$ cat config.mk
export PLATFORM = sky130hd
export DESIGN_NAME = qpht_ctrl
export DESIGN_NICKNAME = d
export VERILOG_FILES = /design/src/sv/qpht_pkg.sv /design/src/sv/qpht_ctrl.sv
export SDC_FILE = /design/constraint.sdc
export NUM_CORES = 1
export LEC_CHECK = 0
export BUFFER_PORTS_ARGS = -buffer_cell sky130_fd_sc_hd__buf_2
export CORE_MARGIN = 10
export CORE_UTILIZATION = 30
export DETAILED_ROUTE_END_ITERATION = 6
export SYNTH_ARGS = -nofsm -noshare
export SYNTH_HDL_FRONTEND = slang
export SYNTH_SLANG_ARGS = --single-unit
$ cat constraint.sdc
create_clock -name clk_i -period 1.8 [get_ports clk_i]
set_input_delay 0.18 -clock clk_i [delete_from_list [all_inputs] [get_ports clk_i]]
set_output_delay 0.18 -clock clk_i [all_outputs]
set_load 0.01 [all_outputs]
$ cat src/sv/qpht_pkg.sv
// Package of the hash table core: constants, payload types and control codes.
package qpht_pkg;

  localparam int MAX_SLOTS  = 1024;
  localparam int INIT_SLOTS = 16;
  localparam int SLOT_W     = $clog2(MAX_SLOTS);
  localparam int CNT_W      = SLOT_W + 1;
  localparam int STEP_W     = SLOT_W + 2;
  localparam int RAM_DEPTH  = 2 * MAX_SLOTS;
  localparam int RAM_AW     = $clog2(RAM_DEPTH);
  localparam int KEY_W      = 32;
  localparam int VAL_W      = 32;
  localparam int HASH_W     = 10;
  localparam int TOTAL_W    = 11;

  typedef enum logic [1:0] {
    OP_UPSERT = 2'd0,
    OP_ADD    = 2'd1,
    OP_REMOVE = 2'd2,
    OP_LOOKUP = 2'd3
  } op_e;

  typedef enum logic [1:0] {
    ST_OK        = 2'd0,
    ST_PRESENT   = 2'd1,
    ST_NOT_FOUND = 2'd2,
    ST_FULL      = 2'd3
  } status_e;

  typedef struct packed {
    op_e                operation;
    logic [KEY_W-1:0]   key;
    logic [HASH_W-1:0]  key_hash;
    logic [VAL_W-1:0]   value;
  } req_t;

  typedef struct packed {
    status_e             status;
    logic [VAL_W-1:0]    value_out;
    logic [TOTAL_W-1:0]  entry_total;
  } res_t;

  typedef struct packed {
    logic               occ;
    logic [HASH_W-1:0]  hash;
    logic [KEY_W-1:0]   key;
    logic [VAL_W-1:0]   value;
  } slot_t;

  typedef enum logic [3:0] {
    S_CLEAR,
    S_IDLE,
    S_DECIDE,
    S_RZ_CLR,
    S_RZ_RD,
    S_RZ_CHK,
    S_RZ_PST,
    S_RZ_PRB,
    S_RZ_SWAP,
    S_PRB_START,
    S_PRB,
    S_FINISH
  } state_e;

  typedef enum logic [3:0] {
    DP_NOP,
    DP_CLEAR,
    DP_ACCEPT,
    DP_DECIDE,
    DP_RZ_CLR,
    DP_RZ_RD,
    DP_RZ_LATCH,
    DP_PRB_START,
    DP_PRB_STEP,
    DP_RZ_SWAP,
    DP_FINISH
  } dp_op_e;

  typedef struct packed {
    dp_op_e op;
    logic   rehash;
  } dp_cmd_t;

  typedef struct packed {
    logic clear_last;
    logic rz_clr_last;
    logic scan_done;
    logic grow;
    logic shrink;
    logic src_occ;
    logic prb_empty;
    logic prb_match;
    logic prb_none;
  } dp_stat_t;

endpackage

$ cat src/sv/qpht_ctrl.sv
// Controller state machine of the hash table core.
module qpht_ctrl import qpht_pkg::*; (
  input  logic     clk_i,
  input  logic     rst_ni,
  input  logic     start_i,
  input  dp_stat_t stat_i,
  output dp_cmd_t  cmd_o,
  output logic     busy_o
);

  state_e state_q, state_d;

  always_ff @(posedge clk_i or negedge rst_ni) begin
    if (!rst_ni) begin
      state_q <= S_CLEAR;
    end else begin
      state_q <= state_d;
    end
  end

  always_comb begin
    state_d = state_q;
    case (state_q)
      S_CLEAR:     if (stat_i.clear_last) state_d = S_IDLE;
      S_IDLE:      if (start_i) state_d = S_DECIDE;
      S_DECIDE: begin
        if (stat_i.grow || stat_i.shrink) state_d = S_RZ_CLR;
        else state_d = S_PRB_START;
      end
      S_RZ_CLR:    if (stat_i.rz_clr_last) state_d = S_RZ_RD;
      S_RZ_RD:     state_d = S_RZ_CHK;
      S_RZ_CHK: begin
        if (stat_i.src_occ) state_d = S_RZ_PST;
        else if (stat_i.scan_done) state_d = S_RZ_SWAP;
        else state_d = S_RZ_RD;
      end
      S_RZ_PST:    state_d = S_RZ_PRB;
      S_RZ_PRB: begin
        if (stat_i.prb_empty || stat_i.prb_none) begin
          state_d = stat_i.scan_done ? S_RZ_SWAP : S_RZ_RD;
        end
      end
      S_RZ_SWAP:   state_d = S_PRB_START;
      S_PRB_START: state_d = S_PRB;
      S_PRB: begin
        if (stat_i.prb_empty || stat_i.prb_match || stat_i.prb_none) state_d = S_FINISH;
      end
      S_FINISH:    state_d = S_IDLE;
      default:     state_d = S_CLEAR;
    endcase
  end

  always_comb begin
    cmd_o.op     = DP_NOP;
    cmd_o.rehash = 1'b0;
    case (state_q)
      S_CLEAR:     cmd_o.op = DP_CLEAR;
      S_IDLE:      cmd_o.op = start_i ? DP_ACCEPT : DP_NOP;
      S_DECIDE:    cmd_o.op = DP_DECIDE;
      S_RZ_CLR:    cmd_o.op = DP_RZ_CLR;
      S_RZ_RD:     cmd_o.op = DP_RZ_RD;
      S_RZ_CHK:    cmd_o.op = stat_i.src_occ ? DP_RZ_LATCH : DP_NOP;
      S_RZ_PST: begin
        cmd_o.op     = DP_PRB_START;
        cmd_o.rehash = 1'b1;
      end
      S_RZ_PRB: begin
        cmd_o.op     = DP_PRB_STEP;
        cmd_o.rehash = 1'b1;
      end
      S_RZ_SWAP:   cmd_o.op = DP_RZ_SWAP;
      S_PRB_START: cmd_o.op = DP_PRB_START;
      S_PRB:       cmd_o.op = DP_PRB_STEP;
      S_FINISH:    cmd_o.op = DP_FINISH;
      default:     cmd_o.op = DP_NOP;
    endcase
  end

  assign busy_o = (state_q != S_IDLE);

endmodule

# Word-level counts from Yosys, hierarchy flattened
# Index checks and enable logic that the tools add are counted.
[word_totals]
ff_bits = 4
in_bits = 12
wordCells = 40
out_inout_bits = 6
[classes]
n_reduce_logical = 9
muxes = 13
eq_ne = 17
[op_table]
columns = ["op", "n"]
rows = [
  ["one-hot mux 4 bit (12 select lines)", 1],
  ["one-hot mux 4 bit (10 select lines)", 1],
  ["two-way mux 4 bit", 8],
  ["equality test 4 x 3 -> 1 bit (second input constant)", 4],
  ["equality test 4 bit (second input constant)", 4],
  ["inequality test 2 bit (second input constant)", 5],
  ["equality test 4 x 2 -> 1 bit (second input constant)", 2],
  ["OR reduction 2 bit", 3],
  ["AND reduction 5 bit", 1],
  ["equality test 4 x 1 -> 1 bit (second input constant)", 1],
  ["zero test 4 bit", 1],
  ["logical OR 1 bit", 4],
  ["inequality test 4 x 1 -> 1 bit (second input constant)", 1],
  ["two-way mux 3 bit", 1],
  ["two-way mux 2 bit", 1],
  ["two-way mux 1 bit", 1],
]

# Depth between registers and ports, before layout
# Gate-level depths: netlist of run 1.
[logic_depth]
ltp_word = 4
ltp_mapped = 5
mapped_depth_nobuf = 4

# Worst setup path before layout of run 1
# No wires, ideal clock.
[synth_timing]
path_type = "reg2reg"
start = "register state_q[3]"
end = "register state_q[1]"
arrival_time_ns = 1.479
setup_time_ns = 0.125
setup_slack_ns = 0.196
period_less_slack_ns = 1.604
path_stages_with_launch = 5
path_buffers = 1
required_ns = 1.675
cell_sequence = "dfrtp_1 -> buf_6 -> or4_1 -> o311a_1 -> mux2_4"
[synth_between]
elab_chain_cells = 3
word_cells_on_any_way = 19
classes_between = "eq/ne: 16; mux: 1; reduce/logical: 2"
[synth_rtl]
columns = ["item", "line_no", "text"]
rows = [
  ["start: declaration", "qpht_ctrl.sv:11", "state_e state_q, state_d;"],
  ["start signal: assignment", "qpht_ctrl.sv:17", "state_q <= state_d;"],
  ["equality test 4 bit (tied with other cells)", "qpht_ctrl.sv:23", "case (state_q)"],
  ["inequality test 2 bit (no line)", "n/a", ""],
  ["AND reduction 5 bit (no line)", "n/a", ""],
]
# Several ways; a longest one is shown, not always the timed one.
# A chain may end at the register's enable or synchronous reset.

==> key figures, run 1 <==
Layout
  – Area growth syn-to-layout: 35.9%
  – Layout cells sized above 1: about two fifths
  – Max reg flops: 4
  – Register cell area after layout: around 100 um2
  – ANT cells: 0
  – Top Registers: state_q (4)
  – Nets: 90
  – Largest Register: state_q
  – Area of the multi-input gates: 289 um2
  – Final Util: approximately 44%
  – Fillers: about 140

Pwr
  – Sequential share of power: ~18%
  – LEAKAGE: between 0.2 and 0.3 nW
  – Int Power: ~0.62 mW
  – Max VDD drop: around 0.66 mV
  – Clk pwr share: between 10% and 20%
  – Sw Share: a little under half
  – Logic gate share of total power: between 70% and 80%
  – P_sw: between 0.5 and 0.6 mW
  – Pwr Density: approximately 2000 nW/um2

CTS
  – CTS tree: yes
  – CTS Buffer Depth: 2
  – Htree depth: 1
  – Setup bufs post-CTS: 0
  – Clk_lat worst skew: approximately 0.24 ns
  – Clock root buffer: clkbuf_4
  – Clock sinks: 4
  – Cts bufs inserted: 3
  – Clk pin slew, worst setup/hold paths: approximately 0.040 ns

Worst setup path
  – Crit. End Element: output pin
  – Cell breakdown of the critical path: buf_4 -> nand2b_1 -> a311o_1 -> o21ai_1 -> buf_2
  – Crit path DAT: 1.51 ns
  – CP required: 1.62 ns
  – Startpoint Class: register
  – Slowest cell delay on critical path: roughly 0.38 ns
  – Crit Path Category: register to output pin
  – CP max FO: 14
  – Setup slack, reg-to-reg: approximately 0.14 ns
  – Worst-path cell with the longest stage delay: dfrtp_1

Floorplanning
  – Row cnt: 13
  – Die area: roughly 3300 um2
  – Core Region: roughly 1300 um2
  – Die X: roughly 58 um
  – Die Ht: a little under 60 um
  – Initial Utilization: 32.6%
  – Io pins: 18

Place
  – Post-DP HPWL: about 1100 um
  – GPL Wtd Cong: about 0.82
  – I/O Buffers: 17
  – Pre-CTS WS: about 0.13 ns

STA
  – Final Hold Fails: 0
  – Tightest hold margin: 0.259 ns
  – Setup tns final: 0 ns
  – Setup Skew: ~0.0060 ns
  – Normalized max-slew margin: just over 80%
  – Slew Limit Fails: 0
  – Final count of negative-setup-slack endpoints: 0
  – Fmax: 0.592 GHz
  – Tmin final: between 1.5 and 2 ns
  – Final worst-path cycle share: between 90 and 100%
  – RSZ-0062 raised after global routing: no
  – Fin worst setup slack: between 0.1 and 0.15 ns
  – Slew @ Worst Pin: between 0.2 and 0.3 ns

Logic synthesis
  – Mapped Avg Cell Area: around 7.9 um2
  – Synth area leader: dfrtp_1
  – Net Count, Synth: 66
  – Post-Syn Instances: 54
  – Largest cells by area after synthesis: dfrtp_1 23%, a21oi_1 5.8%, nand2b_1 4.4%, o22ai_1 4.4%, a22o_1 4.1%
  – Async SR Flop Fraction: 100%
  – Post-synth EDFFs: 0
  – Synth Cell Area: roughly 430 um2
  – Top cell type's share of synthesized area: a little under a quarter
  – Post-synth cell types: 31
  – YS warnings: 0
  – Seq cells post-synth: 4
  – Most frequent cells after synthesis: 5 x a21oi_1, 4 x dfrtp_1
  – Register area share after synthesis: about a quarter
  – Most frequent cell after synthesis: a21oi_1
  – Synth Flop Type: dfrtp_1

GRT
  – Global-route layer with the greatest usage: met2
  – Pin count of the biggest net entering global routing: 15
  – Vias in the first global route: between 400 and 500
  – First-pass GRT wire length: around 2300 um
  – Grt met2 use: 12.4%
  – Initial antenna violation count: 0
  – Met1 track demand over resource: roughly a tenth
  – Total grt overflow: 0
  – Total GRT Usage: 7.84%
  – Grt met3 use: under 10%

Route
  – TritonRoute pass-1 iters: 4
  – Routed vias: 510
  – Avg WL per Cell: roughly 15 um
  – Drt drc: 0
  – Post-Route WL: between 1000 and 1500 um
  – DRT iter0 DRCs: 23
  – Via density: 5.60
  – Routed Antenna Nets: 0

Job
  – Max_cap viols: 0

Status
  – Status: completed

Hold path
  – HP Class: input port to register
worst max-delay path, delay by kind of cell (launching register included):
kind	cells	cell delay, ns
compound gates	2	0.40
flops	1	0.38
buf+inv	2	0.33
simple gates	1	0.16
kinds of logic (layout without fill, tap and decap cells):
logic type             after synthesis  in the layout  synth area share, %
AND/OR/NAND/NOR                     21             21                 30.0
AO/OA/AOI/OAI                       19             19                 31.5
buffers and inverters                8             30                 9.33
flip-flops                           4              4                 23.3
multiplexers                         2              2                 5.83
final timing paths:
kind	depth (start not counted)	endpoint	startpoint
max	5	cmd_o[3]	state_q[1]
min	4	state_q[2]	stat_i[0]
max reg2reg	4	state_q[1]	state_q[2]
min reg2reg	2	state_q[2]	state_q[2]
max in group asynchronous	2	state_q[0]	rst_ni
min in group asynchronous	2	state_q[2]	rst_ni
cell usage in the layout (no fill, tap or decap), types with 2 or more instances in the layout:
cell type  Yosys  final
clkbuf_4       0      3
o32ai_1        2      2
buf_4          0      6
and3b_1        2      2
buf_2          2     17
nand2b_1       3      3
inv_2          2      2
nor2_1         3      3
nor2b_1        2      2
nand2_1        3      3
a22o_1         2      2
dfrtp_1        4      3
nand3_1        2      2
o22ai_1        3      3
a21oi_1        5      5
metal layers:
layer	vias up	routed length, um
met5	-	0
met4	0	0
met3	0	125
met2	28	647
met1	227	592
li1	255	-
per-stage QoR:
step / std cells / total power [mW] / area [um2]
after floorplan: 54 / 0.776 / 429
after global placement: 87 / 1.03 / 549
after detailed placement: 87 / 1.03 / 549
after CTS: 91 / 1.15 / 582
after global routing: 91 / 1.26 / 583
final: 91 / 1.16 / 583
power by group through the flow:
stage	Combinational [mW]	Sequential [mW]	Clock, mW
after global routing	0.918	0.221	0.123
after global placement	0.830	0.203	0
after detailed placement	0.830	0.205	0
final	0.831	0.209	0.115
after floorplan	0.598	0.179	0
after CTS	0.834	0.203	0.117
layout make-up:
type / instances / share of cell area [%]
timing repair buffer: 24 / 24.0
sequential: 4 / 17.4
inverter: 3 / 1.93
tap: 15 / 3.22
clock buffer: 3 / 3.86
multi-input combinational: 42 / 49.6
timing repair:
item                                    in CTS  in global routing
endpoints found under the setup margin       0                  1
hold buffers                                 1                  0
endpoints found under the hold margin        4                  0
gates resized for setup                      0                  1
(Power assumes the default switching activity.)
==> run 2: changes to the inputs <==
- CORE_AREA: not set -> 10 10 47 49
- CORE_MARGIN: 10 -> not set
- CORE_UTILIZATION: 30 -> not set
- DIE_AREA: not set -> 0 0 57 59
==> run 2 against run 1 <==
Global-route usage rose by 0.058 points. Sequential power is 8% lower. Clock-buffer cell count stayed put. Sequential share of layout area down 0.43 points. Non-clock buffer count increased by 1. Worst setup slack better by 0.011 ns. Sequential cell count did not move. Via count is 4.5% lower. Critical path depth unchanged.
==> key figures, run 2 (same netlist as run 1, synthesis figures left out) <==
Pwr
  – Pwr Density: 1940 nW/um2 (-2.3%)
  – LEAKAGE: 0.283 nW (+2.0%)
  – Max VDD drop: 0.803 mV (+22%)
  – Pwr Total: 1.14 mW (-1.1%)

STA
  – Slew Limit Fails: 0 (unchanged)
  – Final worst-path cycle share: 93.2% (-0.62 points)
  – Final Hold Fails: 0 (unchanged)
  – Setup Skew: 0.00124 ns (-0.00477 ns)
  – Setup tns final: 0 ns (unchanged)
  – Final count of negative-setup-slack endpoints: 0 (unchanged)
  – Tmin final: 1.68 ns (-0.0111 ns)
  – Normalized max-slew margin: 81.7% (about the same)
  – Tightest hold margin: 0.269 ns (+0.00968 ns)
  – Slew @ Worst Pin: 0.273 ns (+0.000583 ns)
  – RSZ-0062 raised after global routing: no
  – Fmax: 0.596 GHz (+0.66%)

Layout
  – Final Util: 42.1% (-2.1 points)
  – Final Cell Area: 591 um2 (+1.3%)
  – Largest Register: state_q
  – Most common cell after layout, fill and taps aside: buf_2
  – Max reg flops: 4 (unchanged)
  – Layout cells sized above 1: 40.3% (-0.53 points)
  – Nets: 91 (+1.1%)
  – ANT cells: 0 (unchanged)
  – Top Registers: state_q (4)
  – Most frequent cells in the layout: 17 x buf_2, 7 x buf_4, 5 x a21oi_1, 4 x dfrtp_1
  – Area growth syn-to-layout: 37.6%

Worst setup path
  – Setup slack, reg-to-reg: 0.16 ns (+0.02 ns)
  – Crit Path Category: register to output pin
  – Register-to-Register Path Depth: 4 (unchanged)
  – CP top delay family: compound AO/OA/AOI/OAI gates
  – Crit path DAT: 1.50 ns (about the same)
  – CP required: 1.62 ns (about the same)
  – Worst-path cell with the longest stage delay: dfrtp_1
  – Slowest cell delay on critical path: 0.37 ns (about the same)
  – R2r endpoint: state_q[1]
  – Cell breakdown of the critical path: buf_4 -> nand2b_1 -> a311o_1 -> o21ai_1 -> buf_2
  – Startpoint Class: register
  – Critical R2R Launch: state_q[3]
  – Crit. End Element: output pin
  – CP max FO: 14 (unchanged)
  – WP buf/inv: 2 (unchanged)

CTS
  – Clk pin slew, worst setup/hold paths: 0.03 ns (about the same)
  – Clk_lat worst skew: 0.23 ns (about the same)
  – Cts bufs inserted: 3 (unchanged)
  – CTS tree: yes
  – Htree depth: 1 (unchanged)
  – CTS Buffer Depth: 2 (unchanged)
  – Clock sinks: 4 (unchanged)
  – Setup bufs post-CTS: 0 (unchanged)
  – Clock root buffer: clkbuf_4
  – Gates resized, CTS repair: 0 (unchanged)

Job
  – Max_cap viols: 0 (unchanged)

Route
  – TritonRoute pass-1 iters: 4 (unchanged)
  – Via density: 5.24 (-6.6%)
  – Routed Antenna Nets: 0 (unchanged)
  – Post-Route WL: 1250 um (-8.7%)
  – Avg WL per Cell: 13.4 um (-11%)
  – Drt drc: 0 (unchanged)
  – Routed vias: 487 (-4.5%)
  – DRT iter0 DRCs: 14 (-39%)

Floorplanning
  – Die Ht: 59 um (+2.0%)
  – Io pins: 18 (unchanged)
  – Initial Utilization: 30.6% (-1.9 points)
  – Row cnt: 14 (+1)
  – Core Region: 1400 um2 (+6.4%)
  – Die X: 57 um (-1.4%)
  – Die area: 3360 um2 (+0.59%)

GRT
  – Total grt overflow: 0 (unchanged)
  – Pin count of the biggest net entering global routing: 15 (unchanged)
  – Total GRT Usage: 7.90% (+0.058 points)
  – Initial antenna violation count: 0 (unchanged)
  – Vias in the first global route: 516 (+6.2%)
  – First-pass GRT wire length: 2210 um (-2.5%)

Place
  – I/O Buffers: 17 (unchanged)
  – GPL Wtd Cong: 0.790 (-4.0%)
  – Post-DP HPWL: 1030 um (-4.4%)
  – Placed inst area: 558 um2 (+1.6%)

Status
  – Status: completed

Hold path
  – Min-delay src: stat_i[0]
  – HP Class: input port to register
  – WHS Endpoint: state_q[2]
  – Hold Crit Depth: 4 (unchanged)
[run 2: cell count changes in the layout (fill, tap and decap cells not counted)]
| cell | change |
|---|---|
| dfrtp_2 | -1 |
| buf_4 | +1 |
| dfrtp_1 | +1 |
[run 2: what timing repair did]
item | in CTS | in global routing
hold buffers | 1 | 0
hold endpoints to repair | 4 | 0
setup endpoints to repair | 0 | 0
[run 2: cell type report]
class,instances,area [um2]
fill,155,811
multi-input combinational,42,289
timing repair buffer,25,148
sequential,4,100
clock buffer,3,22.5
tap,16,20.0
inverter,3,11.3
[run 2: worst max-delay path by stage]
stage | slack [ns] | cells past startpoint | end | from
floorplan | 0.20 | 4 | state_q[1] | state_q[3]
finish | 0.12 | 5 | cmd_o[3] | state_q[1]
detailed placement | 0.18 | 4 | state_q[1] | state_q[3]
global placement | 0.21 | 4 | state_q[1] | state_q[3]
CTS | 0.12 | 5 | cmd_o[3] | state_q[1]
global route | 0.01 | 5 | cmd_o[3] | state_q[1]
[run 2: report_power, final]
part | switching [mW] | leakage (nW) | internal (mW) | total (mW)
combinational | 0.424 | 0.220 | 0.421 | 0.845
clock | 0.0309 | 0.0138 | 0.0742 | 0.105
sequential | 0.0555 | 0.0496 | 0.137 | 0.193
total | 0.510 | 0.283 | 0.633 | 1.14
[run 2: worst min-delay path, cell delays in order]
cell,delay (ns)
buf_2,0.08
nor2_1,0.04
nand4_1,0.08
a31oi_1,0.08
[run 2: layer usage]
metal  global-route usage (%)  part of all wire (%)  vias to the layer above
met3                     3.00                   4.7                        0
met2                     11.8                    46                       13
met5                        0                     0                        -
met1                     9.60                    49                      216
li1                         -                     -                      258
met4                     4.03                     0                        0
[run 2: through the flow]
step | std cells | setup slack (ns)
finish | 93 | 0.123
global route | 93 | 0.0106
CTS | 93 | 0.116
detailed placement | 89 | 0.181
global placement | 89 | 0.208
floorplan | 54 | 0.196
==> run 3: changes to the inputs <==
- ABC_AREA: not set -> 1
- REMOVE_ABC_BUFFERS: not set -> 1
==> run 3 against run 2 <==
Non-clock buffer count fell by 7. Via count grew 25%. Synthesized cell count grew 78%. Die area is the same. Critical path depth unchanged. Critical path type unchanged. Fmax grew 5.2%. Clock skew increased by 0.0052 ns. Area after synthesis up 20%. Clock-buffer cell count unchanged.
==> key figures, run 3 <==
Layout
  – Largest Register: state_q
  – Layout cells sized above 1: 33.6% (-6.6 points)
  – Top Registers: state_q (4)
  – Max reg flops: 4 (unchanged)
  – Fillers: 174 (+12%)
  – Area growth syn-to-layout: 25.8%
  – Most common cell after layout, fill and taps aside: nand2_1
  – ANT cells: 0 (unchanged)
  – Most frequent cells in the layout: 34 x nand2_1, 17 x buf_2, 12 x nor2_1, 11 x inv_1, 9 x nand3_1
  – Nets: 130 (+43%)

Worst setup path
  – Worst-path cell with the longest stage delay: dfrtp_1
  – WP buf/inv: 1 (-1)
  – Startpoint Class: register
  – CP max FO: 8 (-6)
  – CP required: 1.62 ns (about the same)
  – Most used cell, CP: nand2_1
  – Cell breakdown of the critical path: nand2_1 -> nor2_1 -> nand2_1 -> o211ai_1 -> buf_2
  – Crit Path Category: register to output pin
  – Slowest cell delay on critical path: 0.52 ns (+0.15 ns)
  – Crit. End Element: output pin
  – CP top delay family: flip-flops
  – Crit path DAT: 1.42 ns (-0.08 ns)

CTS
  – Clk pin slew, worst setup/hold paths: 0.04 ns (about the same)
  – Clock sinks: 4 (unchanged)
  – Clk_lat worst skew: 0.23 ns (about the same)
  – Clock root buffer: clkbuf_4
  – Htree depth: 1 (unchanged)
  – Cts bufs inserted: 3 (unchanged)
  – Setup bufs post-CTS: 0 (unchanged)
  – CTS tree: yes
  – CTS Buffer Depth: 2 (unchanged)

Logic synthesis
  – XOR/XNOR Fraction of Synth Area: 0% (unchanged)
  – Synth Cell Area: 514 um2 (+20%)
  – Largest family of logic cells by synthesized area: simple AND/OR/NAND/NOR gates
  – YS warnings: 0 (unchanged)
  – Synth Flop Type: dfrtp_1
  – Most frequent cells after synthesis: 34 x nand2_1, 12 x nor2_1, 11 x inv_1, 9 x nand3_1, 7 x nor2_2
  – Post-synth cell types: 14 (-55%)
  – Most frequent cell after synthesis: nand2_1
  – Post-synth EDFFs: 0 (unchanged)
  – Post-Synth Adder-Cell Area: 0% (unchanged)
  – Synth Area in Compound Gates: 6.08% (-25 points)
  – Async SR Flop Fraction: 100% (unchanged)
  – Post-Syn Instances: 96 (+78%)
  – Mux share of post-synthesis cell area: 0% (-5.8 points)
  – Synth area leader: nand2_1
  – Largest cells by area after synthesis: nand2_1 25%, dfrtp_1 19%, nand3_1 8.8%, nor2_1 8.8%, nor2_2 8.5%
  – Simple-gate portion of the synthesized area: 61.8% (+32 points)
  – Top cell type's share of synthesized area: 24.8% (+1.5 points)
  – Mapped Avg Cell Area: 5.36 um2 (-33%)
  – Seq cells post-synth: 4 (unchanged)
  – Register area share after synthesis: 19.5% (-3.9 points)

Floorplanning
  – Row cnt: 14 (unchanged)
  – Initial Utilization: 36.7% (+6.1 points)
  – Die area: 3360 um2 (unchanged)
  – Die X: 57 um (unchanged)
  – Die Ht: 59 um (unchanged)
  – Io pins: 18 (unchanged)
  – Core Region: 1400 um2 (unchanged)

Route
  – Max layer used: met4
  – TritonRoute pass-1 iters: 4 (unchanged)
  – Avg WL per Cell: 10.6 um (-21%)
  – Drt drc: 0 (unchanged)
  – Met2 Wirelength: 663 um (+15%)
  – DRT met1 WL: 615 um (+0.82%)
  – Routed Antenna Nets: 0 (unchanged)
  – DRT iter0 DRCs: 5 (-9)
  – Routed vias: 610 (+25%)
  – Post-Route WL: 1400 um (+12%)
  – Metal3 WL: 99 um (+71%)
  – Via density: 4.62 (-12%)

GRT
  – Total grt overflow: 0 (unchanged)
  – First-pass GRT wire length: 2450 um (+11%)
  – Initial antenna violation count: 0 (unchanged)
  – Vias in the first global route: 584 (+13%)
  – Pin count of the biggest net entering global routing: 9 (-6)
  – Total GRT Usage: 8.37% (+0.47 points)

Pwr
  – Logic gate share of total power: 68.0% (-5.9 points)
  – Max VDD drop: 0.469 mV (-42%)
  – Clk pwr share: 10.3% (+1.1 points)
  – Pwr Total: 1.05 mW (-8.1%)
  – Sw Share: 55.2% (+11 points)
  – Sequential share of power: 21.7% (+4.8 points)
  – LEAKAGE: 0.386 nW (+36%)
  – Pwr Density: 1620 nW/um2 (-16%)
  – Int Power: 0.470 mW (-26%)
  – P_sw: 0.580 mW (+14%)

Place
  – GPL Wtd Cong: 0.845 (+6.9%)
  – I/O Buffers: 17 (unchanged)
  – Post-DP HPWL: 1190 um (+16%)

Status
  – Status: completed

STA
  – RSZ-0062 raised after global routing: no
  – Slew Limit Fails: 0 (unchanged)
  – Final Hold Fails: 0 (unchanged)
  – Setup tns final: 0 ns (unchanged)
  – Tmin final: 1.60 ns (-0.0822 ns)
  – Final worst-path cycle share: 88.6% (-4.6 points)
  – Normalized max-slew margin: 78.2% (-3.5 points)
  – Slew @ Worst Pin: 0.327 ns (+0.0539 ns)
  – Setup Skew: 0.00646 ns (+0.00522 ns)
  – Final count of negative-setup-slack endpoints: 0 (unchanged)
  – Fmax: 0.627 GHz (+5.2%)

Hold path
  – HP Class: input port to register

Job
  – Max_cap viols: 0 (unchanged)
run 3: cell type report:
type                       instances  area, um2  area share (%)
tap                               16       20.0            3.09
timing repair buffer              18       95.1            14.7
clock buffer                       3       22.5            3.48
sequential                         4        100            15.5
multi-input combinational         75        349            54.0
inverter                          16       60.1            9.28
run 3: kinds of logic after synthesis:
| kind of cell | Yosys count |
|---|---|
| buf+inv | 17 |
| simple gates | 70 |
| compound gates | 5 |
| flops | 4 |
run 3: timing repair:
item	in CTS	in global routing
hold buffers	1	0
endpoints found under the setup margin	0	0
hold endpoints to repair	4	0
resized for setup	0	0
run 3: stage by stage:
step	instances	utilization, %	setup slack, ns	cell area, um2	hold WS (ns)
2_1_floorplan	95	-	0.561	509	-0.116
3_3_place_gp	128	43.8	0.451	614	-0.0101
3_5_place_dp	128	43.8	0.442	614	-0.00916
4_1_cts	132	46.2	0.198	647	0.261
5_1_grt	132	46.2	0.0675	647	0.304
6_report	132	46.2	0.205	647	0.260
run 3: routing by layer:
| layer | vias to the layer above | global-route usage (%) |
|---|---|---|
| met2 | 19 | 13.6 |
| met3 | 2 | 1.50 |
| met4 | 0 | 4.36 |
| met5 | - | 0 |
| met1 | 254 | 10.2 |
| li1 | 335 | - |
run 3: worst paths after layout:
path,start,depth (start not counted),slack [ns],endpoint
worst max-delay path,state_q[0],5,0.20,cmd_o[3]
worst min-delay path,stat_i[2],4,0.26,state_q[2]
worst max register to register,state_q[0],7,0.47,state_q[1]
worst min register to register,state_q[1],2,0.65,state_q[1]
max in group asynchronous,rst_ni,2,1.39,state_q[1]
min in group asynchronous,rst_ni,2,0.28,state_q[0]
run 3: worst min-delay path: stages:
cell and delay (ns):
buf_2 0.08, nor2_1 0.05, nand2_2 0.07, nand2_1 0.05
run 3: power by group through the flow:
stage                     clock [mW]  sequential (mW)  combinational (mW)
after detailed placement           0            0.229               0.716
after global placement             0            0.227               0.724
after global routing           0.115            0.237               0.833
after floorplan                    0            0.206               0.523
final                          0.108            0.228               0.714
after CTS                      0.110            0.228               0.723
